## config.mk

```make
export PLATFORM = sky130hd
export DESIGN_NAME = dhkt_table
export DESIGN_NICKNAME = d
export VERILOG_FILES = /design/src/hw/rtl/dhkt_pkg.sv /design/src/hw/rtl/dhkt_table.sv
export SDC_FILE = /design/constraint.sdc
export NUM_CORES = 1
export LEC_CHECK = 0
export ABC_AREA = 1
export BUFFER_PORTS_ARGS = -buffer_cell sky130_fd_sc_hd__buf_4
export CAP_MARGIN = 15
export CORE_ASPECT_RATIO = 0.75
export CORE_UTILIZATION = 50
export DETAILED_ROUTE_END_ITERATION = 8
export HOLD_SLACK_MARGIN = 0.1
export PLACE_DENSITY = 0.66
export SYNTH_ARGS = -nofsm -noshare
export SYNTH_HDL_FRONTEND = slang
export SYNTH_SLANG_ARGS = --single-unit
```

## constraint.sdc

```tcl
create_clock -name clk -period 6.1 [get_ports clk]
set_input_delay 0.305 -clock clk [delete_from_list [all_inputs] [get_ports clk]]
set_output_delay 0.305 -clock clk [all_outputs]
set_load 0.02 [all_outputs]
```

## src/hw/rtl/dhkt_pkg.sv

```systemverilog
// Shared types, constants and state codes for the Diffie-Hellman key table.
`default_nettype none

package dhkt_pkg;

  localparam int KEY_W      = 32;
  localparam int USER_W     = 4;
  localparam int KIND_W     = 2;
  localparam int CFG_IDX_W  = 1;
  localparam int DHKT_USERS = 16;

  localparam logic [KEY_W-1:0] MODULUS_RST   = 32'd23;
  localparam logic [KEY_W-1:0] GENERATOR_RST = 32'd5;

  localparam logic [KIND_W-1:0] KIND_GEN    = 2'd0;
  localparam logic [KIND_W-1:0] KIND_COMMON = 2'd1;
  localparam logic [KIND_W-1:0] KIND_READ   = 2'd2;

  localparam logic [CFG_IDX_W-1:0] CFG_MODULUS   = 1'b0;
  localparam logic [CFG_IDX_W-1:0] CFG_GENERATOR = 1'b1;

  typedef struct packed {
    logic [KIND_W-1:0] kind;
    logic [USER_W-1:0] user_a;
    logic [USER_W-1:0] user_b;
    logic [KEY_W-1:0]  random_value;
  } in_item_t;

  typedef struct packed {
    logic [KEY_W-1:0] secret_key;
    logic [KEY_W-1:0] public_key;
    logic [KEY_W-1:0] shared_key;
    logic             keys_agree;
  } out_item_t;

  typedef enum logic [3:0] {
    S_IDLE,
    S_RED_RND,
    S_RD_A,
    S_LD_A,
    S_LD_B,
    S_RED,
    S_POW_CHK,
    S_MUL_ACC,
    S_SQR,
    S_POW_END,
    S_WR,
    S_DONE
  } dhkt_state_t;

  typedef struct packed {
    logic             start;
    logic [KEY_W-1:0] x;
    logic [KEY_W-1:0] y;
  } mm_req_t;

  typedef struct packed {
    logic             busy;
    logic             done;
    logic [KEY_W-1:0] prod;
  } mm_rsp_t;

  typedef struct packed {
    logic              rd_en;
    logic              wr_en;
    logic [USER_W-1:0] addr;
    logic [KEY_W-1:0]  wsec;
    logic [KEY_W-1:0]  wpub;
  } tbl_req_t;

  typedef struct packed {
    logic [KEY_W-1:0] sec;
    logic [KEY_W-1:0] pub;
  } tbl_rsp_t;

endpackage

`default_nettype wire

```

## src/hw/rtl/dhkt_table.sv

```systemverilog
// Key pair table: one write and one registered read per cycle, entries read zero until written.
`default_nettype none

module dhkt_table import dhkt_pkg::*; #(
  parameter int DEPTH = DHKT_USERS
) (
  input  wire logic     clk,
  input  wire logic     rst_n,
  input  wire tbl_req_t req,
  output tbl_rsp_t      rsp
);

  localparam int IW = (DEPTH > 1) ? $clog2(DEPTH) : 1;

  logic [2*KEY_W-1:0] mem [DEPTH];
  logic [DEPTH-1:0]   vld_r;
  logic               hit_r;
  logic [2*KEY_W-1:0] rd_r;
  logic [IW-1:0]      addr;

  assign addr = req.addr[IW-1:0];

  always_ff @(posedge clk) begin
    if (!rst_n) begin
      vld_r <= '0;
      hit_r <= 1'b0;
    end else begin
      if (req.wr_en) begin
        vld_r[addr] <= 1'b1;
      end
      if (req.rd_en) begin
        hit_r <= vld_r[addr];
      end
    end
  end

  always_ff @(posedge clk) begin
    if (req.wr_en) begin
      mem[addr] <= {req.wsec, req.wpub};
    end
  end

  always_ff @(posedge clk) begin
    if (req.rd_en) begin
      rd_r <= mem[addr];
    end
  end

  assign rsp.sec = hit_r ? rd_r[2*KEY_W-1:KEY_W] : '0;
  assign rsp.pub = hit_r ? rd_r[KEY_W-1:0] : '0;

endmodule

`default_nettype wire

```

Word-level counts from Yosys, hierarchy flattened

Memory sizes are Yosys's and may differ from the RTL's. A register that Yosys moved wholly into a read port is not among the register bits.
Cells that the tools add are included.

Add/subtract/negate cells: 0
Multiply operators: 0
Div/mod/pow operators: 0
Magnitude comparators: 2
Equality and inequality tests: 0
Shifts and indexed selects: 0
Multiplexer cells: 8
Bitwise gates (word level): 1
Reductions and logical operators: 1

Operators with widths:

| operator                                                          | count |
|---|---|
| 2-to-1 mux 32 bit                                                 | 2 |
| bitwise OR 16 bit                                                 | 1 |
| less-than comparator 4 x 5 -> 1 bit, second input constant        | 1 |
| binary-select mux 1 bit (select 4 bit)                            | 1 |
| demux 1 bit (select 4 bit)                                        | 1 |
| greater-or-equal comparator 4 x 1 -> 1 bit, second input constant | 1 |
| 2-to-1 mux 1 bit                                                  | 4 |
| logical AND 1 bit                                                 | 1 |

Flip-flop bits (word level): 17
Bits in latches: 0
RAM bits: 1024
Bits in read-only memories: 0
Input bits: 72
Logic and storage cells: 15
Memories: 1

Memory list:

| name | words | bits a word | read ports | clocked after memory_dff | wr ports | RTL line         | text |
|---|---|---|---|---|---|---|---|
| mem  | 16    | 64          | 1          | 1                        | 1        | dhkt_table.sv:15 | `logic [2*KEY_W-1:0] mem [DEPTH];` |

Longest topological paths before layout

Gate-level depths: netlist of run 1.

Word-level depth: 5
Gate-level depth with buffers: 10
Depth with buffers taken out: 9

Worst setup path after synthesis of run 1

OpenSTA, ideal clock, no wires.

Path type: input-to-reg
Start point: in req[65] in the netlist's numbering
End point: mem mem[10][0] in the netlist's numbering, enable pin
Setup time: 0.488 ns
Arrival time: 3.444 ns
Setup slack: 2.169 ns
Cell stages on the path: 5
Cell sequence: buf_6 > inv_2 > nor3_1 > inv_1 > nor2_1

RTL lines:

| element         | RTL line         | text |
|---|---|---|
| start, declared | dhkt_table.sv:9  | `input wire tbl_req_t req,` |
| end, declared   | dhkt_table.sv:15 |  |

Straight into the memory's write port.

==> impl_metrics.ini, run 1 <==
[min_path]
min_path_type = primary input to flop

[synthesis]
synth_top_area_share = 0.7891
ys_seq_area_frac = 0.7973
syn_nets = 3042
async_flop_share = 0
yosysWarnings = 0
ys_seq_elements = 1105
synth.area.top_cells = edfxtp_1 (79%), nand2_1 (11%), nand4_1 (3.9%), a22oi_1 (2.3%), dfxtp_1 (0.82%)
synth_area_leader_cell = edfxtp_1
synth-edff-count = 1088
synth_cell_types = 19
yosys-top-cells-count = nand2_1 (1193), edfxtp_1 (1088), nand4_1 (256)
netlist_area_mm2 = 0.04140
post-synth-top-count-cell = nand2_1
avgSynthCellArea_um2 = 13.94
syn-instance-count = 2970
synth_ff_type = edfxtp_1

[route]
via_per_inst = 5.676
wl_um = 100500
wire_per_inst_um = 23.12
drtIter0Drc = 2802
drtAntennaViolNets = 0
drc = 0
dr.pass1.iters = 9
routed-via-count = 24668

[setup_path]
r2r_slack_ns = 4.66
cp-end-kind = output pin
cp_slowest_cell = dfxtp_4
crit_fanout = 65
cp.required_ns = 5.79
startpoint_type = flop
path_cells = nand2_1 > inv_1 > buf_4
slowest_delay_ns = 1.03
path_buf_inv = 2
worstPathArrival_ns = 2.49
cp_top_family = flip-flops
critical_path_class = flop to output pin

[cts]
clk_latency_ns = 0.67
cts_tree = done
cts_made_buffers = 100
htreeDepth = 3
root_buffer = clkbuf_16
cts_buffer_depth = 3
path_clk_slew_ns = 0.06
clkSinkCount = 1105

[sta]
hold_violations = 0
slew_viol_final = 0
rsz0062_at_grt = no
setup_violations = 0
fin_crit_ns = 2.797
maxSlewHeadroom = 0.1696
tightest_slew_ns = 1.246
fin_setup_tns_ns = 0
finalCritPeriodShare = 0.4585
fmax_ghz = 0.3576
clock_skew_ns = 0.01430

[grt]
grt_start_max_net_pins = 163
grt_pass1_wl_um = 150100
grt_pass1_vias = 24310
overflow = 0
antenna_found_initial = 4
track_usage = 0.2393

[pwr]
p_clk_frac = 0.394
p_sw_mw = 3.263
vdd_drop_max_v = 0.0002118
powerDensity_mw_per_mm2 = 326.8
p_int_mw = 12.21
cellLeakagePower_nw = 16.39
sw_frac_of_total = 0.2109
pwr-share-seq = 0.556
pwr-share-comb = 0.051
total_power_mw = 15.47

[finish]
multi_input_area_mm2 = 0.007447
num-fill-cells = 6243
area_growth_pct = 14.36
ff_latch_area_mm2 = 0.03302
layout.nets = 3236
fin_area_mm2 = 0.04735
drive_above_1_share = 0.1028
finish.utilization = 0.5832
stdcell_count = 4346

[floorplanning]
dieHeight_um = 251.2
die_w_um = 334.3
io_pins = 136
start_util = 0.5100
core_mm2 = 0.08119
rows = 90
dieArea_mm2 = 0.08398

[placed_design]
numPortBuffers = 135
hpwl_um = 48780
gp_congestion = 0.7716
place_inst = 4101
dpl_cell_area_mm2 = 0.04355

[run]
maxCapViolCount = 0

[run_status]
status = finished clean
## kinds of logic after synthesis
| kind of cell | count (synthesis) | share of synthesized area |
|---|---|---|
| and+or+nand+nor | 1506 | 0.1529 |
| DFF | 1105 | 0.7973 |
| buffers and inverters | 228 | 0.02611 |
| AOI/OAI and AO/OA | 131 | 0.02369 |
## power by group through the flow
stage	Clock, mW	Sequential (mW)	Combinational (mW)
finish	6.09	8.60	0.787
detailed placement	0	8.76	0.751
global route	6.43	8.61	0.857
floorplan	0	8.74	0.409
global placement	0	8.75	0.731
CTS	6.16	8.60	0.789
## layout by cell type (no fill, tap or decap), types with 7 or more instances in the layout
| master | n |
|---|---|
| a22oi_1 | 128 |
| buf_4 | 171 |
| bufinv_16 | 7 |
| clkbuf_1 | 30 |
| clkbuf_16 | 104 |
| clkinv_1 | 19 |
| clkinv_2 | 14 |
| dfxtp_1 | 16 |
| dlygate4sd3_1 | 65 |
| edfxtp_1 | 1088 |
| inv_1 | 73 |
| nand2_1 | 1193 |
| nand4_1 | 256 |
| nor2_1 | 31 |
| nor2_4 | 20 |
## path summary, 6_finish.rpt
| check | start | end | cells past startpoint |
|---|---|---|---|
| setup / recovery | hit_r$_SDFFE_PN0P_ | rsp[12] | 3 |
| hold / removal | req[69] | rd_r[60]$_DFFE_PP_ | 1 |
| setup reg to reg | hit_r$_SDFFE_PN0P_ | hit_r$_SDFFE_PN0P_ | 2 |
| hold reg to reg | vld_r[10]$_SDFFE_PN0P_ | vld_r[10]$_SDFFE_PN0P_ | 2 |
## registers in the layout, summed over array words and instances, names as in the netlist
signal and cells:
mem 1024, rd_r 64, vld_r 16, hit_r 1
## through the flow
step | setup WS [ns] | hold slack [ns]
final | 3.303 | 0.1734
after global placement | 2.977 | 0.4505
after detailed placement | 3.134 | 0.4632
after CTS | 3.257 | 0.1512
after global routing | 3.222 | 0.1618
after floorplan | 2.169 | 0.4039
## worst register-to-register path, delay by kind of cell (launching register included)
family / cells / cell delay (ns)
compound gates: 1 / 0.22
simple gates: 1 / 0.13
flops: 1 / 1.03
## repair_timing
item / 4_1_cts / 5_1_grt
gates resized for setup: 0 / 0
setup buffers: 0 / 0
endpoints found under the setup margin: 0 / 0
hold buffers: 65 / 0
endpoints found under the hold margin: 1027 / 0
## layout make-up
| type | instances | share of cell area |
|---|---|---|
| clock buffer | 137 | 0.05821 |
| clock inverter | 41 | 0.008165 |
| inverter | 78 | 0.006395 |
| timing repair buffer | 242 | 0.04339 |
| antenna | 2 | 0.0001057 |
| sequential | 1105 | 0.6973 |
| multi-input combinational | 1637 | 0.1573 |
| tap | 1104 | 0.02917 |
## metal layers
| layer | global-route usage | part of all wire | up-vias |
|---|---|---|---|
| met4 | 0.05675 | 0.020 | 4 |
| met3 | 0.04181 | 0.097 | 171 |
| met1 | 0.3483 | 0.42 | 12238 |
| li1 | - | - | 11072 |
| met5 | 0 | 0.00027 | - |
| met2 | 0.3780 | 0.47 | 1183 |
Power figures use the tool's default switching activity.
==> run 2: changes to the inputs <==
==> constraint.sdc (replaced) <==
create_clock -name clk -period 2.9 [get_ports clk]
set_input_delay 0.145 -clock clk [delete_from_list [all_inputs] [get_ports clk]]
set_output_delay 0.145 -clock clk [all_outputs]
set_load 0.02 [all_outputs]
==> impl_metrics.ini, run 2 (synthesized netlist as in run 1, its figures left out) <==
[setup_path]
startpoint_type = flop
critical_path_class = flop to output pin
crit_fanout = 35
cp-end-kind = output pin
worstPathArrival_ns = 2.13
crit-reg2reg-capture = rd_r[46]$_DFFE_PP_
regToRegStartpoint = mem[7][46]$_DFFE_PP_
cp.required_ns = 2.76
slowest_delay_ns = 0.87
cp_slowest_cell = dfxtp_4
r2r_cells = 4
path_cells = buf_4 > nand2_1 > inv_1 > buf_4
r2r_slack_ns = 1.64
cp_top_family = flip-flops
path_common_cell = buf_4
path_buf_inv = 3

[cts]
cts_made_buffers = 102
clk_latency_ns = 0.66
root_buffer = clkbuf_16
cts_tree = done
path_clk_slew_ns = 0.06
htreeDepth = 3
clkSinkCount = 1105
cts_buffer_depth = 3
cts_resized = 0

[sta]
tightest_slew_ns = 1.199
fin_crit_ns = 2.278
maxSlewHeadroom = 0.2008
setup_violations = 0
fmax_ghz = 0.4390
clock_skew_ns = 0.01581
slew_viol_final = 0
hold_slack_ns = 0.2314
hold_violations = 0
rsz0062_at_grt = no
finalCritPeriodShare = 0.7855

[grt]
track_usage = 0.2397
grt_pass1_wl_um = 150200
grt_pass1_vias = 24484
overflow = 0
antenna_found_initial = 4
grt_start_max_net_pins = 110

[pwr]
sw_frac_of_total = 0.2103
pwr-share-comb = 0.052
p_int_mw = 25.87
p_sw_mw = 6.887
cellLeakagePower_nw = 16.60
pwr-share-seq = 0.552
vdd_drop_max_v = 0.0004547
p_clk_frac = 0.396
powerDensity_mw_per_mm2 = 685.1

[route]
drtAntennaViolNets = 0
wl_um = 100400
dr.pass1.iters = 6
drc = 0
routed-via-count = 24724
drtIter0Drc = 2367
wire_per_inst_um = 22.94
via_per_inst = 5.650

[finish]
diodes = 0
multi_input_area_mm2 = 0.007447
regMostFlops = mem
final_common_cell = nand2_1
area_growth_pct = 15.47
top_regs = mem: 1024 flops, rd_r: 64 flops, vld_r: 16 flops
final_cell_mix = nand2_1 (1193), edfxtp_1 (1088), nand4_1 (256), buf_4 (174), a22oi_1 (128)
largest_register_ffs = 1024
num-fill-cells = 6156
layout.nets = 3260
ff_latch_area_mm2 = 0.03302
drive_above_1_share = 0.1100
fin_area_mm2 = 0.04781

[min_path]
worstHoldPathCells = 9
holdPathEnd = hit_r$_SDFFE_PN0P_
hold_start = req[64]
min_path_type = primary input to flop

[floorplanning]
core_mm2 = 0.08119
dieArea_mm2 = 0.08398
die_w_um = 334.3
dieHeight_um = 251.2
start_util = 0.5100
rows = 90
io_pins = 136

[run]
maxCapViolCount = 0

[placed_design]
hpwl_um = 49820
numPortBuffers = 135
dpl_cell_area_mm2 = 0.04391
gp_congestion = 0.7600

[run_status]
status = finished clean
[run 2: repair_timing]
action | 4_1_cts | 5_1_grt
buffers inserted | 0 | 0
endpoints found under the hold margin | 1066 | 0
hold buffers | 67 | 0
[run 2: area by class of cell]
| type | instances | share of cell area |
|---|---|---|
| sequential | 1105 | 0.6906 |
| multi-input combinational | 1637 | 0.1558 |
| clock buffer | 140 | 0.05812 |
| timing repair buffer | 264 | 0.05098 |
| tap | 1104 | 0.02889 |
| clock inverter | 48 | 0.009343 |
| inverter | 78 | 0.006333 |
[run 2: power by group through the flow]
stage                     logic [mW]  registers, mW  clock network (mW)
after global placement          1.56           18.4                   0
after global routing            1.84           18.1                13.8
final                           1.69           18.1                13.0
after CTS                       1.69           18.1                13.1
after floorplan                0.862           18.4                   0
after detailed placement        1.61           18.4                   0
[run 2: per-layer routing]
layer,global-route usage,share of wire,up-vias
li1,-,-,11138
met1,0.3386,0.42,12361
met2,0.3797,0.47,1057
met3,0.05338,0.086,160
met4,0.06081,0.019,8
met5,0,0.00050,-
[run 2: metrics by stage]
stage / setup TNS, ns / utilization / worst slack (ns) / std cells / total power [mW]
global route: 0 / 0.5889 / 0.5071 / 4376 / 33.72
finish: 0 / 0.5889 / 0.6219 / 4376 / 32.76
global placement: 0 / 0.5409 / 0.9225 / 4121 / 19.97
detailed placement: 0 / 0.5409 / 0.8875 / 4121 / 20.03
floorplan: -225.57 / - / -0.8711 / 2970 / 19.24
CTS: 0 / 0.5889 / 0.5849 / 4376 / 32.92
[run 2: worst max path at each step]
stage | end | start | cells past startpoint
CTS | rsp[44] | hit_r$_SDFFE_PN0P_ | 4
finish | rsp[38] | hit_r$_SDFFE_PN0P_ | 4
detailed placement | rd_r[46]$_DFFE_PP_ | req[64] | 8
global placement | rd_r[46]$_DFFE_PP_ | req[64] | 8
global route | rsp[45] | hit_r$_SDFFE_PN0P_ | 4
floorplan | mem[10][0]$_DFFE_PP_ | req[65] | 5
[run 2: worst register-to-register path, stage by stage (launching register included)]
cell	delay (ns)
edfxtp_1	0.36
a22oi_1	0.20
nand2_1	0.07
nand2_1	0.07
nand4_1	0.22
==> run 3: changes to the inputs <==
==> constraint.sdc (replaced) <==
create_clock -name clk -period 2.2 [get_ports clk]
set_input_delay 0.11 -clock clk [delete_from_list [all_inputs] [get_ports clk]]
set_output_delay 0.11 -clock clk [all_outputs]
set_load 0.02 [all_outputs]
==> impl_metrics.ini, run 3 (synthesized netlist as in run 1, its figures left out) <==
[setup_path]
startpoint_type = flop
regToRegStartpoint = vld_r[9]$_SDFFE_PN0P_
cp.required_ns = 2.09
path_cells = buf_12 > nand2_1 > inv_1 > buf_4
critical_path_class = flop to output pin
worstSetupEndpoint = rsp[36]
worstPathArrival_ns = 1.89
crit-reg2reg-capture = hit_r$_SDFFE_PN0P_
r2r_slack_ns = 0.64
cp-end-kind = output pin
slowest_delay_ns = 0.56
crit_fanout = 34
r2r_cells = 9
startpoint = hit_r$_SDFFE_PN0P_
cp_slowest_cell = dfxtp_4

[sta]
maxSlewHeadroom = 0.5152
fmax_ghz = 0.4996
fin_crit_ns = 2.002
fin_setup_tns_ns = 0
setup_ws_ns = 0.1983
clock_skew_ns = 0.02724
finalCritPeriodShare = 0.9098
slew_viol_final = 0
hold_slack_ns = 0.2373
tightest_slew_ns = 0.7272
setup_violations = 0
rsz0062_at_grt = no
hold_violations = 0

[cts]
clkSinkCount = 1105
cts_tree = done
cts_buffer_depth = 3
clk_latency_ns = 0.67
path_clk_slew_ns = 0.06
root_buffer = clkbuf_16
cts_made_buffers = 102
htreeDepth = 3
cts_setup_buffers = 0

[finish]
fin_area_mm2 = 0.04851
top_regs = mem: 1024 flops, rd_r: 64 flops, vld_r: 16 flops
largest_register_ffs = 1024
drive_above_1_share = 0.1207
layout.nets = 3286
final_cell_mix = nand2_1 (1193), edfxtp_1 (1088), nand4_1 (256), buf_4 (168), a22oi_1 (128)
area_growth_pct = 17.17
finish.utilization = 0.5975
final_common_cell = nand2_1
num-fill-cells = 6038
regMostFlops = mem
stdcell_count = 4405

[grt]
grt_use_met3 = 0.04281
grt_start_max_net_pins = 66
track_usage = 0.2438
use_met2 = 0.3773
grt_pass1_vias = 24706
overflow = 0
antenna_found_initial = 4
busiest_layer = met2
use_met1 = 0.3609
grt_pass1_wl_um = 152800

[placed_design]
hpwl_um = 52900
numPortBuffers = 135
dpl_worst_slack_ns = 0.3036
dpl_cell_area_mm2 = 0.04451
gp_congestion = 0.7751
place_inst = 4147

[floorplanning]
rows = 90
dieHeight_um = 251.2
core_mm2 = 0.08119
start_util = 0.5100
die_w_um = 334.3
dieArea_mm2 = 0.08398
io_pins = 136

[route]
drtAntennaViolNets = 0
wl_um = 102000
routed-via-count = 25190
via_per_inst = 5.719
wire_per_inst_um = 23.15
drc = 0
dr.pass1.iters = 5
drtIter0Drc = 2928

[pwr]
powerDensity_mw_per_mm2 = 902.1
vdd_drop_max_v = 0.0007569
total_power_mw = 43.77
cellLeakagePower_nw = 16.88

[run]
maxCapViolCount = 0

[run_status]
status = finished clean

[min_path]
min_path_type = primary input to flop
-- run 3: cell count changes in the layout (fill, tap and decap cells not counted), sizes merged --
cell      delta
bufinv       +3
clkinv       +5
diode        +3
inv          +2
clkinvlp     +5
clkbuf      -15
buf         +26
-- run 3: final cells by class --
class	count	area, µm²	area share
Sequential cell	1105	33020	0.6805
Multi-Input combinational cell	1637	7447	0.1535
Timing Repair Buffer	290	3033	0.06252
Clock buffer	125	2713	0.05591
Tap cell	1104	1381	0.02847
Clock inverter	63	614.3	0.01266
Inverter	78	302.8	0.006241
Antenna cell	3	7.507	0.0001547
-- run 3: where the power goes --
group          switching (mW)  internal, mW
sequential              0.170          23.7
combinational            1.59         0.742
clock                    7.54          10.1
total                    9.29          34.5
-- run 3: worst min-delay path by stage --
stage,from,endpoint,slack [ns],cells past startpoint
6_report,req[66],rd_r[19]$_DFFE_PP_,0.24,5
5_1_grt,req[66],mem[12][48]$_DFFE_PP_,0.24,4
4_1_cts,req[66],rd_r[19]$_DFFE_PP_,0.21,5
3_5_place_dp,req[38],mem[6][38]$_DFFE_PP_,0.41,1
3_3_place_gp,req[50],mem[9][50]$_DFFE_PP_,0.40,1
2_1_floorplan,req[0],mem[0][0]$_DFFE_PP_,0.21,0
-- run 3: metal layers --
metal  share of wire  up-vias
met5         0.00039        -
met4           0.021        6
met3           0.088      161
met2            0.46     1123
met1            0.43    12700
li1                -    11200
-- run 3: what timing repair did --
item / 4_1_cts / 5_1_grt
hold buffers: 67 / 0
resized for setup: 0 / 0
endpoints found under the hold margin: 1056 / 0
-- run 3: critical path, delay by kind of cell (launching register included) --
kind / cells / cell delay [ns]
and+or+nand+nor: 1 / 0.10
DFF: 1 / 0.56
buffers and inverters: 3 / 0.54
