## config.mk

```make
export PLATFORM = sky130hd
export DESIGN_NAME = dhkt_mulmod
export DESIGN_NICKNAME = d
export VERILOG_FILES = /design/src/hw/rtl/dhkt_pkg.sv /design/src/hw/rtl/dhkt_mulmod.sv
export SDC_FILE = /design/constraint.sdc
export NUM_CORES = 1
export LEC_CHECK = 0
export CORE_AREA = 2 2 145 147
export CTS_CLUSTER_DIAMETER = 200
export CTS_CLUSTER_SIZE = 25
export DETAILED_ROUTE_END_ITERATION = 16
export DIE_AREA = 0 0 147 149
export DONT_BUFFER_PORTS = 1
export PLACE_DENSITY = 0.61
export SLEW_MARGIN = 20
export SYNTH_ARGS = -nofsm -noshare
export SYNTH_HDL_FRONTEND = slang
export SYNTH_SLANG_ARGS = --single-unit
```

## constraint.sdc

```tcl
create_clock -name clk -period 7.3 [get_ports clk]
set_input_delay 1.46 -clock clk [delete_from_list [all_inputs] [get_ports clk]]
set_output_delay 1.46 -clock clk [all_outputs]
set_load 0.03 [all_outputs]
```

## src/hw/rtl/dhkt_pkg.sv

```systemverilog
// Shared types, constants and state codes for the Diffie-Hellman key table.
`default_nettype none

package dhkt_pkg;

  localparam int KEY_W      = 32;
  localparam int USER_W     = 4;
  localparam int KIND_W     = 2;
  localparam int CFG_IDX_W  = 1;
  localparam int DHKT_USERS = 16;

  localparam logic [KEY_W-1:0] MODULUS_RST   = 32'd23;
  localparam logic [KEY_W-1:0] GENERATOR_RST = 32'd5;

  localparam logic [KIND_W-1:0] KIND_GEN    = 2'd0;
  localparam logic [KIND_W-1:0] KIND_COMMON = 2'd1;
  localparam logic [KIND_W-1:0] KIND_READ   = 2'd2;

  localparam logic [CFG_IDX_W-1:0] CFG_MODULUS   = 1'b0;
  localparam logic [CFG_IDX_W-1:0] CFG_GENERATOR = 1'b1;

  typedef struct packed {
    logic [KIND_W-1:0] kind;
    logic [USER_W-1:0] user_a;
    logic [USER_W-1:0] user_b;
    logic [KEY_W-1:0]  random_value;
  } in_item_t;

  typedef struct packed {
    logic [KEY_W-1:0] secret_key;
    logic [KEY_W-1:0] public_key;
    logic [KEY_W-1:0] shared_key;
    logic             keys_agree;
  } out_item_t;

  typedef enum logic [3:0] {
    S_IDLE,
    S_RED_RND,
    S_RD_A,
    S_LD_A,
    S_LD_B,
    S_RED,
    S_POW_CHK,
    S_MUL_ACC,
    S_SQR,
    S_POW_END,
    S_WR,
    S_DONE
  } dhkt_state_t;

  typedef struct packed {
    logic             start;
    logic [KEY_W-1:0] x;
    logic [KEY_W-1:0] y;
  } mm_req_t;

  typedef struct packed {
    logic             busy;
    logic             done;
    logic [KEY_W-1:0] prod;
  } mm_rsp_t;

  typedef struct packed {
    logic              rd_en;
    logic              wr_en;
    logic [USER_W-1:0] addr;
    logic [KEY_W-1:0]  wsec;
    logic [KEY_W-1:0]  wpub;
  } tbl_req_t;

  typedef struct packed {
    logic [KEY_W-1:0] sec;
    logic [KEY_W-1:0] pub;
  } tbl_rsp_t;

endpackage

`default_nettype wire

```

## src/hw/rtl/dhkt_mulmod.sv

```systemverilog
// Bit-serial modular multiplier: x * y mod p, one bit of y per cycle, x < p.
`default_nettype none

module dhkt_mulmod import dhkt_pkg::*; (
  input  wire logic             clk,
  input  wire logic             rst_n,
  input  wire logic [KEY_W-1:0] modulus,
  input  wire mm_req_t          req,
  output mm_rsp_t               rsp
);

  localparam int CNT_W = $clog2(KEY_W);
  localparam logic [CNT_W-1:0] CNT_LAST = CNT_W'(KEY_W - 1);

  logic             busy_r;
  logic             done_r;
  logic [CNT_W-1:0] cnt_r;
  logic [KEY_W-1:0] x_r;
  logic [KEY_W-1:0] y_r;
  logic [KEY_W-1:0] r_r;
  logic [KEY_W-1:0] r_nxt;

  logic [KEY_W:0] p_ext;
  logic [KEY_W:0] dbl;
  logic [KEY_W:0] dbl_red;
  logic [KEY_W:0] sum;
  logic [KEY_W:0] sum_red;

  always_comb begin
    p_ext   = {1'b0, modulus};
    dbl     = {r_r, 1'b0};
    dbl_red = (dbl >= p_ext) ? (dbl - p_ext) : dbl;
    sum     = dbl_red + (y_r[KEY_W-1] ? {1'b0, x_r} : '0);
    sum_red = (sum >= p_ext) ? (sum - p_ext) : sum;
    r_nxt   = sum_red[KEY_W-1:0];
  end

  always_ff @(posedge clk) begin
    if (!rst_n) begin
      busy_r <= 1'b0;
      done_r <= 1'b0;
      cnt_r  <= '0;
    end else begin
      done_r <= 1'b0;
      if (busy_r) begin
        cnt_r <= cnt_r + 1'b1;
        if (cnt_r == CNT_LAST) begin
          busy_r <= 1'b0;
          done_r <= 1'b1;
        end
      end else if (req.start) begin
        busy_r <= 1'b1;
        cnt_r  <= '0;
      end
    end
  end

  always_ff @(posedge clk) begin
    if (!busy_r && req.start) begin
      x_r <= req.x;
      y_r <= req.y;
      r_r <= '0;
    end else if (busy_r) begin
      r_r <= r_nxt;
      y_r <= {y_r[KEY_W-2:0], 1'b0};
    end
  end

  assign rsp.busy = busy_r;
  assign rsp.done = done_r;
  assign rsp.prod = r_r;

endmodule

`default_nettype wire

```

# After elaboration in Yosys (flattened, before gate mapping)
# Index checks and enable logic that the tools add are counted.
word_totals:
  register_bits: 103
  inputBits: 99
  elab_cells: 29
op_classes:
  addsub: 4
  n_lt_le_gt_ge: 2
  n_eq_ne: 1
  mux: 11
  n_reduce_logical: 5
ops:
  columns: ["cell", "count"]
  rows:
  - ["two-way mux 32 bit", 4]
  - [">= comparator 33 x 32 -> 1 bit", 2]
  - ["adder 33 x 32 -> 33 bit", 1]
  - ["two-way mux 33 bit", 1]
  - ["subtractor 33 x 32 -> 33 bit", 1]
  - ["subtractor 32 bit", 1]
  - ["two-way mux 5 bit", 2]
  - ["adder 5 x 1 -> 5 bit, second input constant", 1]
  - ["equality test 5 bit, second input constant", 1]
  - ["two-way mux 1 bit", 4]
  - ["nonzero test 2 bit", 2]
  - ["AND reduction 2 bit", 1]
  - ["logical AND 1 bit", 1]
  - ["zero test 1 bit", 1]

# Logic depth before layout (Yosys ltp)
# Gate-level depths: netlist of the first run.
depth:
  ltp_word: 5
  mapped_depth: 38

# Worst setup path before layout of the first run
# No wires, ideal clock.
synth_timing:
  path_kind: "input-to-reg"
  start: "in modulus[10]"
  end: "reg r_r[31]"
  arrival_time_ns: 7.477
  required_ns: 7.168
  path_slack_ns: -0.308
  stages: 34
  path_buffers: 6
  cell_sequence: "inv_1 > ha_1 > buf_2 > a21o_1 > a21oi_1 > o21ai_1 > or3_1 > o2111ai_1 > and3_1 > buf_6 > buf_2 > buf_2 > mux2i_1 > ha_1 > a211oi_1 > o21ai_1 > a32oi_1 > o21ai_1 > a221o_1 > a21oi_1 > o21bai_1 > xor2_1 > ha_1 > nand2_1 > nor2_1 > and3_1 > a41o_1 > o211ai_1 > a21o_1 > o21ai_2 > buf_6 > buf_6 > a41oi_1 > o31ai_1"
synth_via:
  elab_chain_len: 5
synth_rtl:
  columns: ["element", "line", "source"]
  rows:
  - ["from (decl)", "dhkt_mulmod.sv:7", "input wire logic [KEY_W-1:0] modulus,"]
  - ["subtractor 33 x 32 -> 33 bit / >= comparator 33 x 32 -> 1 bit (equally long branches)", "dhkt_mulmod.sv:32", "dbl_red = (dbl >= p_ext) ? (dbl - p_ext) : dbl;"]
  - ["two-way mux 33 bit", "dhkt_mulmod.sv:32", null]
  - ["adder 33 x 32 -> 33 bit", "dhkt_mulmod.sv:33", "sum = dbl_red + (y_r[KEY_W-1] ? {1'b0, x_r} : '0);"]
  - ["subtractor 32 bit / >= comparator 33 x 32 -> 1 bit (equally long branches)", "dhkt_mulmod.sv:34", "sum_red = (sum >= p_ext) ? (sum - p_ext) : sum;"]
  - ["two-way mux 32 bit (*)", "dhkt_mulmod.sv:34", null]
  - ["to (signal assigned)", "dhkt_mulmod.sv:64", "r_r <= r_nxt;"]
  - ["to (decl)", "dhkt_mulmod.sv:20", "logic [KEY_W-1:0] r_r;"]
# Every way passes the cells marked *; elsewhere a longest branch is shown, timed or not.
# A chain may end at the register's enable or synchronous reset.

# Worst setup path in the final report of the first run
layout_timing:
  start: "in modulus[13]"
  end: "reg r_r[25]"
# The elaborated chain is that of the path after synthesis.

==> flow_metrics.tcl, run 1 <==
set metrics [dict create \
    fin_crit_ns 7.277 \
    antenna_found_initial 0 \
    fin_util_pct 63.03 \
    cp.required_ns 7.55 \
    nNetsFinal 1594 \
    whs_endpoint "y_r[4]" \
    start_util_pct 46.67 \
    area_growth_pct 35.04 \
    root_buffer "clkbuf_16" \
    crit_type "in -> reg" \
    synth_cell_types 73 \
    gp_congestion 0.9360 \
    insertion_delay_ns 0.38 \
    hp-start "y_r[3]" \
    htreeDepth 3 \
    num_rows 53 \
    r2r_slack_ns 0.64 \
    synth_nets 1326 \
    cp_slowest_cell "or3_4" \
    grt.total_usage_pct 27.15 \
    synth-edff-count 64 \
    cts_num_sinks 103 \
    hold_depth 1 \
    num_antenna_cells 0 \
    synth.yosys.seq_area_share_pct 28.17 \
    crit_arrival_ns 7.53 \
    drive_above_1_share_pct 31.88 \
    cts_buffer_depth 2 \
    rsz0062_at_grt "yes" \
    post-place-ws_ns -0.6011 \
    cts_made_buffers 9 \
    cts_tree "yes" \
    finalMaxSlewViolations 0 \
    fin_skew_ns 0.01937 \
    core-area_sq_um 20560 \
    min_path_type "reg -> reg" \
    num-fill-cells 1791 \
    synth.avg_cell_area_sq_um 8.521 \
    grt_overflow_total 0 \
    placed_area_sq_um 11790 \
    io_buffers 0 \
    r2r_cells 30 \
    syn_inst 1126 \
    cpMostUsedCell "o21ai_2" \
    status "complete, no violations" \
    initialDrtViolationCount 533 \
    grt_pass1_vias 9011 \
    die_height_um 149 \
    cts.reportedPaths.clkPinSlew_ns 0.09 \
    worst_slew_pin_slew_ns 0.6648 \
    ys.warnings.count 0 \
    hold_violations 0 \
    r2r_end "r_r[25]" \
    worst_setup_path_end_kind "flop" \
    ios 133 \
    drt_pass1_iterations 5 \
    grt_max_degree 49 \
    grt_pass1_wl_mm 47.00 \
    fin_worst_hold_slack_ns 0.5354 \
    ys_ff_latch 103 \
    cap_violations 0 \
    rr_startpoint "r_r[0]" \
    hpwl_mm 23.12 \
    wirelength_mm 30.67 \
    final_antenna_net_count 0 \
    max_freq_ghz 0.1374 \
    critPathLaunchType "input pin" \
    slew_headroom_pct 55.59 \
    crit_fanout 8 \
    dieArea_sq_um 21900 \
    drc 0 \
    finalCritPeriodShare_pct 99.68 \
    worst_path_largest_cell_delay_ns 0.43 \
    hold_buffers 0 \
    setup_violations 0 \
    post-route-cell-area_sq_um 12960 \
    netlist_area_sq_um 9594 \
    synthArstFlopShare_pct 0 \
    via_per_inst 5.632 \
    wire_per_inst_um 18.32 \
    synth_ff_type "edfxtp_1" \
    worst_slack_ns 0.02342 \
    route.vias.total 9428 \
    die_x_um 147 \
]
sequential cells by signal, summed over array words and instances, names as in the netlist:
signal  flops
busy_r      1
cnt_r       5
done_r      1
r_r        32
x_r        32
y_r        32
per-stage QoR:
step	std cells	TNS, ns
finish	1674	0
CTS	1653	0
floorplan	1126	0
global route	1674	-4.762
global placement	1626	-16.36
detailed placement	1626	-17.03
metal layers:
metal  wire, um  global-route usage, %
met2      13980                  44.32
met1      13910                  36.52
met3       2132                  6.086
met4        654                  7.260
met5          0                      0
logic make-up after synthesis:
group           Yosys count  share of synthesized area, %
mux                      59                         6.573
simple gates            330                         17.08
compound gates          342                         22.39
buf+inv                 108                         4.799
fa+ha+maj               101                         13.41
flops                   103                         28.17
xor+xnor                 83                         7.577
area by class of cell:
class | instances | area, sq um | area share, %
Clock buffer | 9 | 225.2 | 1.738
Clock inverter | 7 | 101.3 | 0.7822
Inverter | 68 | 259.0 | 1.999
Multi-Input combinational cell | 915 | 6935 | 53.53
Sequential cell | 103 | 2703 | 20.86
Tap cell | 275 | 344.1 | 2.656
Timing Repair Buffer | 297 | 2389 | 18.44
synth_stat cells, types with 7 or more instances:
cell	instances	area share [%]
a211oi_1	11	0.86
a21boi_0	7	0.55
a21o_1	33	2.6
a21oi_1	88	4.6
a31oi_1	7	0.46
and2_1	36	2.3
and3_1	12	0.78
buf_2	8	0.42
clkbuf_1	23	0.90
dfxtp_1	39	8.1
edfxtp_1	64	20
ha_1	98	13
inv_1	68	2.7
mux2_2	32	3.8
mux2i_1	27	2.8
nand2_1	116	4.5
nand2b_1	15	0.98
nand3_1	20	1.0
nand4_1	16	1.0
nor2_1	56	2.2
nor2b_1	17	1.1
nor3_1	12	0.63
o211ai_1	10	0.78
o21a_1	15	1.2
o21ai_0	76	4.0
o21ai_1	31	1.6
o21bai_1	13	1.0
xnor2_1	51	4.7
xor2_1	32	2.9
layout by cell type, fill, tap and decap left out, drive strengths merged, types with 11 or more instances in the layout:
master	Yosys	final
a211oi	11	11
a21o	33	33
a21oi	88	88
and2	36	36
and3	12	12
buf	17	294
clkbuf	23	12
dfxtp	39	39
edfxtp	64	64
ha	98	98
inv	68	70
mux2	32	32
mux2i	27	27
nand2	116	116
nand2b	15	15
nand3	20	20
nand4	16	16
nor2	56	56
nor2b	17	17
nor3	13	13
o211ai	11	11
o21a	15	15
o21ai	109	109
o21bai	13	13
xnor2	51	51
xor2	32	32
what timing repair did:
action                                  4_1_cts  5_1_grt
setup buffers                                 9       18
gates resized for setup                      16      100
cloned                                        2        3
hold endpoints to repair                      0        0
pin swaps                                    10       66
endpoints found under the setup margin       32       32
worst max-delay path: cells and delay by family:
| kind | cells | cell delay (ns) |
|---|---|---|
| compound gates | 16 | 3.01 |
| simple gates | 3 | 0.91 |
| fa+ha+maj | 3 | 0.87 |
| buf+inv | 4 | 0.52 |
| mux | 2 | 0.49 |
| xor+xnor | 1 | 0.26 |
how the worst max path moves through the flow:
stage                           start      end  slack [ns]
after floorplan           modulus[10]  r_r[31]       0.005
after global placement    modulus[20]  r_r[18]       -0.55
after detailed placement  modulus[20]  r_r[14]       -0.60
after CTS                 modulus[10]  r_r[10]       0.003
after global routing      modulus[10]  r_r[25]       -0.21
final                     modulus[13]  r_r[25]        0.02
Power of run 1 is left out: the tool's default activity adds up to more than one toggle a clock period on the data nets, which glitch-free logic cannot reach.
==> run 2, diff against run 1 <==
- PLACE_DENSITY: 0.61 -> 0.63
==> run 2 against run 1 <==
Effect of this change:
- the flow now finishes with violations (negative setup slack)
- clock-buffer cell count did not move
- highest routed layer unchanged
- sequential cell count did not move
- setup slack got worse by 0.11 ns
- via count rose by 0.93%
- core utilization fell by 0.13 points
- die area did not move
- sequential share of layout area barely moved
- critical path depth rose by 3
- global-route usage rose by 0.080 points
- routed wire length rose by 0.76%
- clock skew fell by 0.0021 ns
- cell area fell by 0.20%
==> flow_metrics.tcl, run 2 (synthesized netlist as in run 1, its figures left out) <==
set metrics [dict create \
    status "finished with violations" \
    violations "negative setup slack" \
    post-route-cell-area_sq_um 12930 \
    crit_type "in -> reg" \
    gp_congestion 0.9292 \
    r2r_end "r_r[23]" \
    critPathLaunchType "input pin" \
    final_cell_mix "buf_4, nand2_1, ha_1" \
    rsz0062_at_grt "yes" \
    placed_area_sq_um 11960 \
    root_buffer "clkbuf_16" \
    io_buffers 0 \
    grt_max_degree 65 \
    drive_above_1_share_pct 30.94 \
    num-fill-cells 1769 \
    slew_headroom_pct 31.83 \
    cts_num_sinks 103 \
    cts_buffer_depth 2 \
    hpwl_mm 23.20 \
    grt_overflow_total 0 \
    finalMaxSlewViolations 0 \
    grt_pass1_wl_mm 47.11 \
    die_height_um 149 \
    rr_startpoint "r_r[29]" \
    nNetsFinal 1604 \
    route.vias.total 9516 \
    fin_crit_ns 7.386 \
    cts_made_buffers 9 \
    dieArea_sq_um 21900 \
    r2r_cells 31 \
    final_common_cell "buf_4" \
    crit_fanout 6 \
    num_antenna_cells 0 \
    r2r_slack_ns 0.53 \
    cp.required_ns 7.55 \
    cts.reportedPaths.clkPinSlew_ns 0.09 \
    crit_arrival_ns 7.63 \
    fin_skew_ns 0.01726 \
    via_per_inst 5.651 \
    grt_pass1_vias 9306 \
    startpoint "modulus[1]" \
    finalCritPeriodShare_pct 101.2 \
    start_util_pct 46.67 \
    area_growth_pct 34.77 \
    die_x_um 147 \
    core-area_sq_um 20560 \
    initialDrtViolationCount 713 \
    hp-start "y_r[3]" \
    worst_setup_path_end_kind "flop" \
    wire_per_inst_um 18.35 \
    ios 133 \
    hold_buffers 0 \
    worst_slack_ns -0.08562 \
    max_freq_ghz 0.1354 \
    wirelength_mm 30.90 \
    antenna_found_initial 0 \
    whs_endpoint "y_r[4]" \
    top_regs "r_r (32), x_r (32), y_r (32)" \
    worst_path_largest_cell_delay_ns 0.42 \
    htreeDepth 3 \
    cap_violations 0 \
    grt.total_usage_pct 27.23 \
    drt_pass1_iterations 5 \
    cts_tree "yes" \
    worst_slew_pin_slew_ns 1.023 \
    final_antenna_net_count 0 \
    cp_slowest_cell "a221o_2" \
    num_rows 53 \
    insertion_delay_ns 0.38 \
    min_path_type "reg -> reg" \
    hold_depth 1 \
    drc 0 \
    setup_violations 11 \
    hold_violations 0 \
]
==> run 2: cell types whose count changed in the layout (fill, tap and decap cells not counted), moves of 5 or more <==
cell / change
inv_1: +5
ha_4: -5
o21ai_2: -7
buf_4: +10
inv_2: -5
o21ai_0: +9
ha_1: +8
==> run 2: final cells by class <==
class                           instances  area, sq um  share of cell area [%]
Multi-Input combinational cell        916         6879                   53.20
Timing Repair Buffer                  306         2419                   18.71
Inverter                               68        259.0                   2.003
Clock inverter                          7        101.3                  0.7838
Clock buffer                            9        225.2                   1.742
Tap cell                              275        344.1                   2.661
Sequential cell                       103         2703                   20.90
==> run 2: repair_timing <==
item,CTS,global route
setup endpoints to repair,32,32
pin swaps,6,41
cloned,1,2
gates resized for setup,6,76
buffers inserted,5,15
==> run 2: how the worst max path moves through the flow <==
stage,to,slack (ns),depth (start not counted)
2_1_floorplan,r_r[31],0.005,37
3_3_place_gp,r_r[9],-0.51,30
3_5_place_dp,r_r[11],-0.58,30
4_1_cts,r_r[0],-0.02,33
5_1_grt,r_r[29],-0.37,32
6_report,r_r[23],-0.09,32
==> run 2: metal layers <==
metal,global-route usage (%),routed length [um],vias up
li1,-,-,4653
met1,35.75,13510,4456
met2,44.41,14330,354
met3,6.514,2401,53
met4,8.942,661,0
met5,0,0,-
==> run 2: through the flow <==
stage	cells	hold WS (ns)	utilization [%]	setup slack [ns]	setup TNS [ns]
after global placement	1645	0.5279	58.16	-0.5078	-13.76
after CTS	1667	0.5383	60.14	-0.01640	-0.02425
after detailed placement	1645	0.5350	58.16	-0.5808	-15.96
after global routing	1684	0.5437	62.90	-0.3714	-9.167
after floorplan	1126	0.5141	-	0.004892	0
final	1684	0.5347	62.90	-0.08562	-0.5825
==> run 2: critical path, delay by kind of cell <==
kind | cells | cell delay [ns]
xor gates and xnor gates | 1 | 0.18
adders and majority gates | 3 | 0.84
and+or+nand+nor | 4 | 0.67
muxes | 1 | 0.25
AOI/OAI and AO/OA | 17 | 3.37
buffers and inverters | 6 | 0.82
Power of run 2 is left out for the same reason.
==> run 3, diff against run 2 <==
- BUFFER_PORTS_ARGS: default -> -buffer_cell sky130_fd_sc_hd__buf_2
- DONT_BUFFER_PORTS: 1 -> default
- GPL_TIMING_DRIVEN: default -> 0
- PLACE_DENSITY: 0.63 -> 0.69
- SKIP_CTS_REPAIR_TIMING: default -> 1
==> run 3 against run 2 <==
Effect of this change:
- the run still ends with negative setup slack left
- first-iteration DRC count fell by 18%
- core utilization is 3.7 points lower
- cell area fell by 5.8%
- die area did not move
- highest routed layer unchanged
- cell count down 4.8%
- critical endpoint is now r_r[0]
- largest cell class unchanged
- clock-buffer cell count increased by 2
- hold slack got worse by 0.035 ns
- sequential cell count unchanged
- maximum frequency down 5.6%
- setup slack worse by 0.44 ns
- register-to-register slack worse by 0.35 ns
==> flow_metrics.tcl, run 3 (synthesized netlist as in run 1, its figures left out) <==
set metrics [dict create \
    wire_per_inst_um 18.40 \
    fin_crit_ns 7.828 \
    nNetsFinal 1523 \
    antenna_found_initial 0 \
    crit_fanout 8 \
    drt-met1-wl_mm 13.27 \
    violations "negative setup slack" \
    r2r_slack_ns 0.18 \
    rsz0062_at_grt "yes" \
    whs_endpoint "r_r[14]" \
    r2r_cells 31 \
    via_per_inst 5.795 \
    worst_slack_ns -0.5278 \
    final_common_cell "buf_2" \
    cap_violations 0 \
    worst_setup_path_end_kind "flop" \
    hp-start "r_r[14]" \
    status "finished with violations" \
    cp.required_ns 7.56 \
    finalMaxSlewViolations 0 \
    min_path_type "reg -> reg" \
    max_freq_ghz 0.1278 \
    insertion_delay_ns 0.37 \
    grt.total_usage_pct 24.51 \
    cp_slowest_cell "a221o_2" \
    route.vias.total 9290 \
    cts_buffer_depth 2 \
    r2r_end "r_r[0]" \
    grt_max_degree 34 \
    final_antenna_net_count 0 \
    area_growth_pct 26.92 \
    cts_tree "yes" \
    gp_congestion 0.9265 \
    grt_pass1_wl_mm 42.56 \
    drt_pass1_iterations 5 \
    core-area_sq_um 20560 \
    hold_depth 2 \
    crit_type "in -> reg" \
    post-route-cell-area_sq_um 12180 \
    num_antenna_cells 0 \
    cts.reportedPaths.clkPinSlew_ns 0.08 \
    cts_num_sinks 103 \
    crit_arrival_ns 8.09 \
    worst_slew_pin_slew_ns 0.8352 \
    route.met2.wl_mm 13.30 \
    cts_made_buffers 9 \
    ios 133 \
    fin_skew_ns 0.01425 \
    critPathLaunchType "input pin" \
    num_rows 53 \
    drive_above_1_share_pct 27.71 \
    top_layer_used "met4" \
    drc 0 \
    htreeDepth 3 \
    top_regs "r_r (32), x_r (32), y_r (32)" \
    dieArea_sq_um 21900 \
    final_cell_mix "buf_2, nand2_1, a21oi_1" \
    hold_violations 0 \
    grt_pass1_vias 8119 \
    grt_overflow_total 0 \
    hpwl_mm 21.82 \
    setup_violations 32 \
    slew_headroom_pct 42.88 \
    die_height_um 149 \
    die_x_um 147 \
    io_buffers 131 \
    root_buffer "clkbuf_16" \
    dr_wl_met3_mm 2.196 \
    rr_startpoint "r_r[0]" \
    start_util_pct 46.67 \
    placed_area_sq_um 10690 \
    worst_path_largest_cell_delay_ns 0.48 \
    initialDrtViolationCount 585 \
    finalCritPeriodShare_pct 107.2 \
    wirelength_mm 29.50 \
]
run 3: changes by cell type in the layout (fill, tap and decap cells not counted), moves of 3 or more:
| cell | change |
|---|---|
| ha_4 | +13 |
| buf_6 | +8 |
| o21ai_2 | +4 |
| a21oi_1 | -3 |
| o21ai_0 | -3 |
| inv_1 | -6 |
| inv_2 | +5 |
| clkinv_8 | -5 |
| ha_1 | -20 |
| ha_2 | +7 |
| buf_2 | +130 |
| clkbuf_1 | +21 |
| buf_4 | -241 |
run 3: cell type report:
class	instances	area, sq um
Fill cell	1862	8381
Multi-Input combinational cell	915	7116
Sequential cell	103	2703
Timing Repair Buffer	186	1149
Tap cell	275	344.1
Buffer	40	304.0
Inverter	68	260.3
Clock buffer	11	254.0
Clock inverter	5	47.55
run 3: worst max-delay path, delay by kind of cell:
family | cells | cell delay (ns)
AO/OA/AOI/OAI | 15 | 3.58
XOR/XNOR | 1 | 0.30
AND/OR/NAND/NOR | 5 | 0.60
adder cells (fa/ha/maj) | 3 | 0.85
multiplexers | 2 | 0.41
buffers and inverters | 7 | 0.88
run 3: worst max-delay path by stage:
stage / end / cells after the start / startpoint / slack [ns]
floorplan: r_r[31] / 37 / modulus[10] / 0.005
global placement: r_r[9] / 35 / modulus[10] / -1.52
detailed placement: r_r[8] / 33 / modulus[1] / -1.55
CTS: r_r[8] / 33 / modulus[1] / -1.23
global route: r_r[0] / 33 / modulus[7] / -0.76
finish: r_r[0] / 33 / modulus[7] / -0.53
run 3: metrics by stage:
step                      std cells  worst slack, ns  hold slack (ns)  setup TNS [ns]  utilization, %
after floorplan                1126         0.004892           0.5141               0               -
after global placement         1532           -1.517           0.4804          -45.09           51.84
after detailed placement       1533           -1.547           0.4854          -46.24           51.98
after CTS                      1549           -1.230           0.4956          -35.81           53.44
after global routing           1603          -0.7650           0.5231          -21.23           59.23
final                          1603          -0.5278           0.4999          -13.93           59.23
run 3: per-layer routing:
metal | vias to the layer above | GRT usage, %
met2 | 368 | 38.31
met5 | - | 0
met3 | 54 | 5.382
met4 | 0 | 7.596
met1 | 4357 | 34.02
li1 | 4511 | -
Power of run 3 is left out for the same reason.
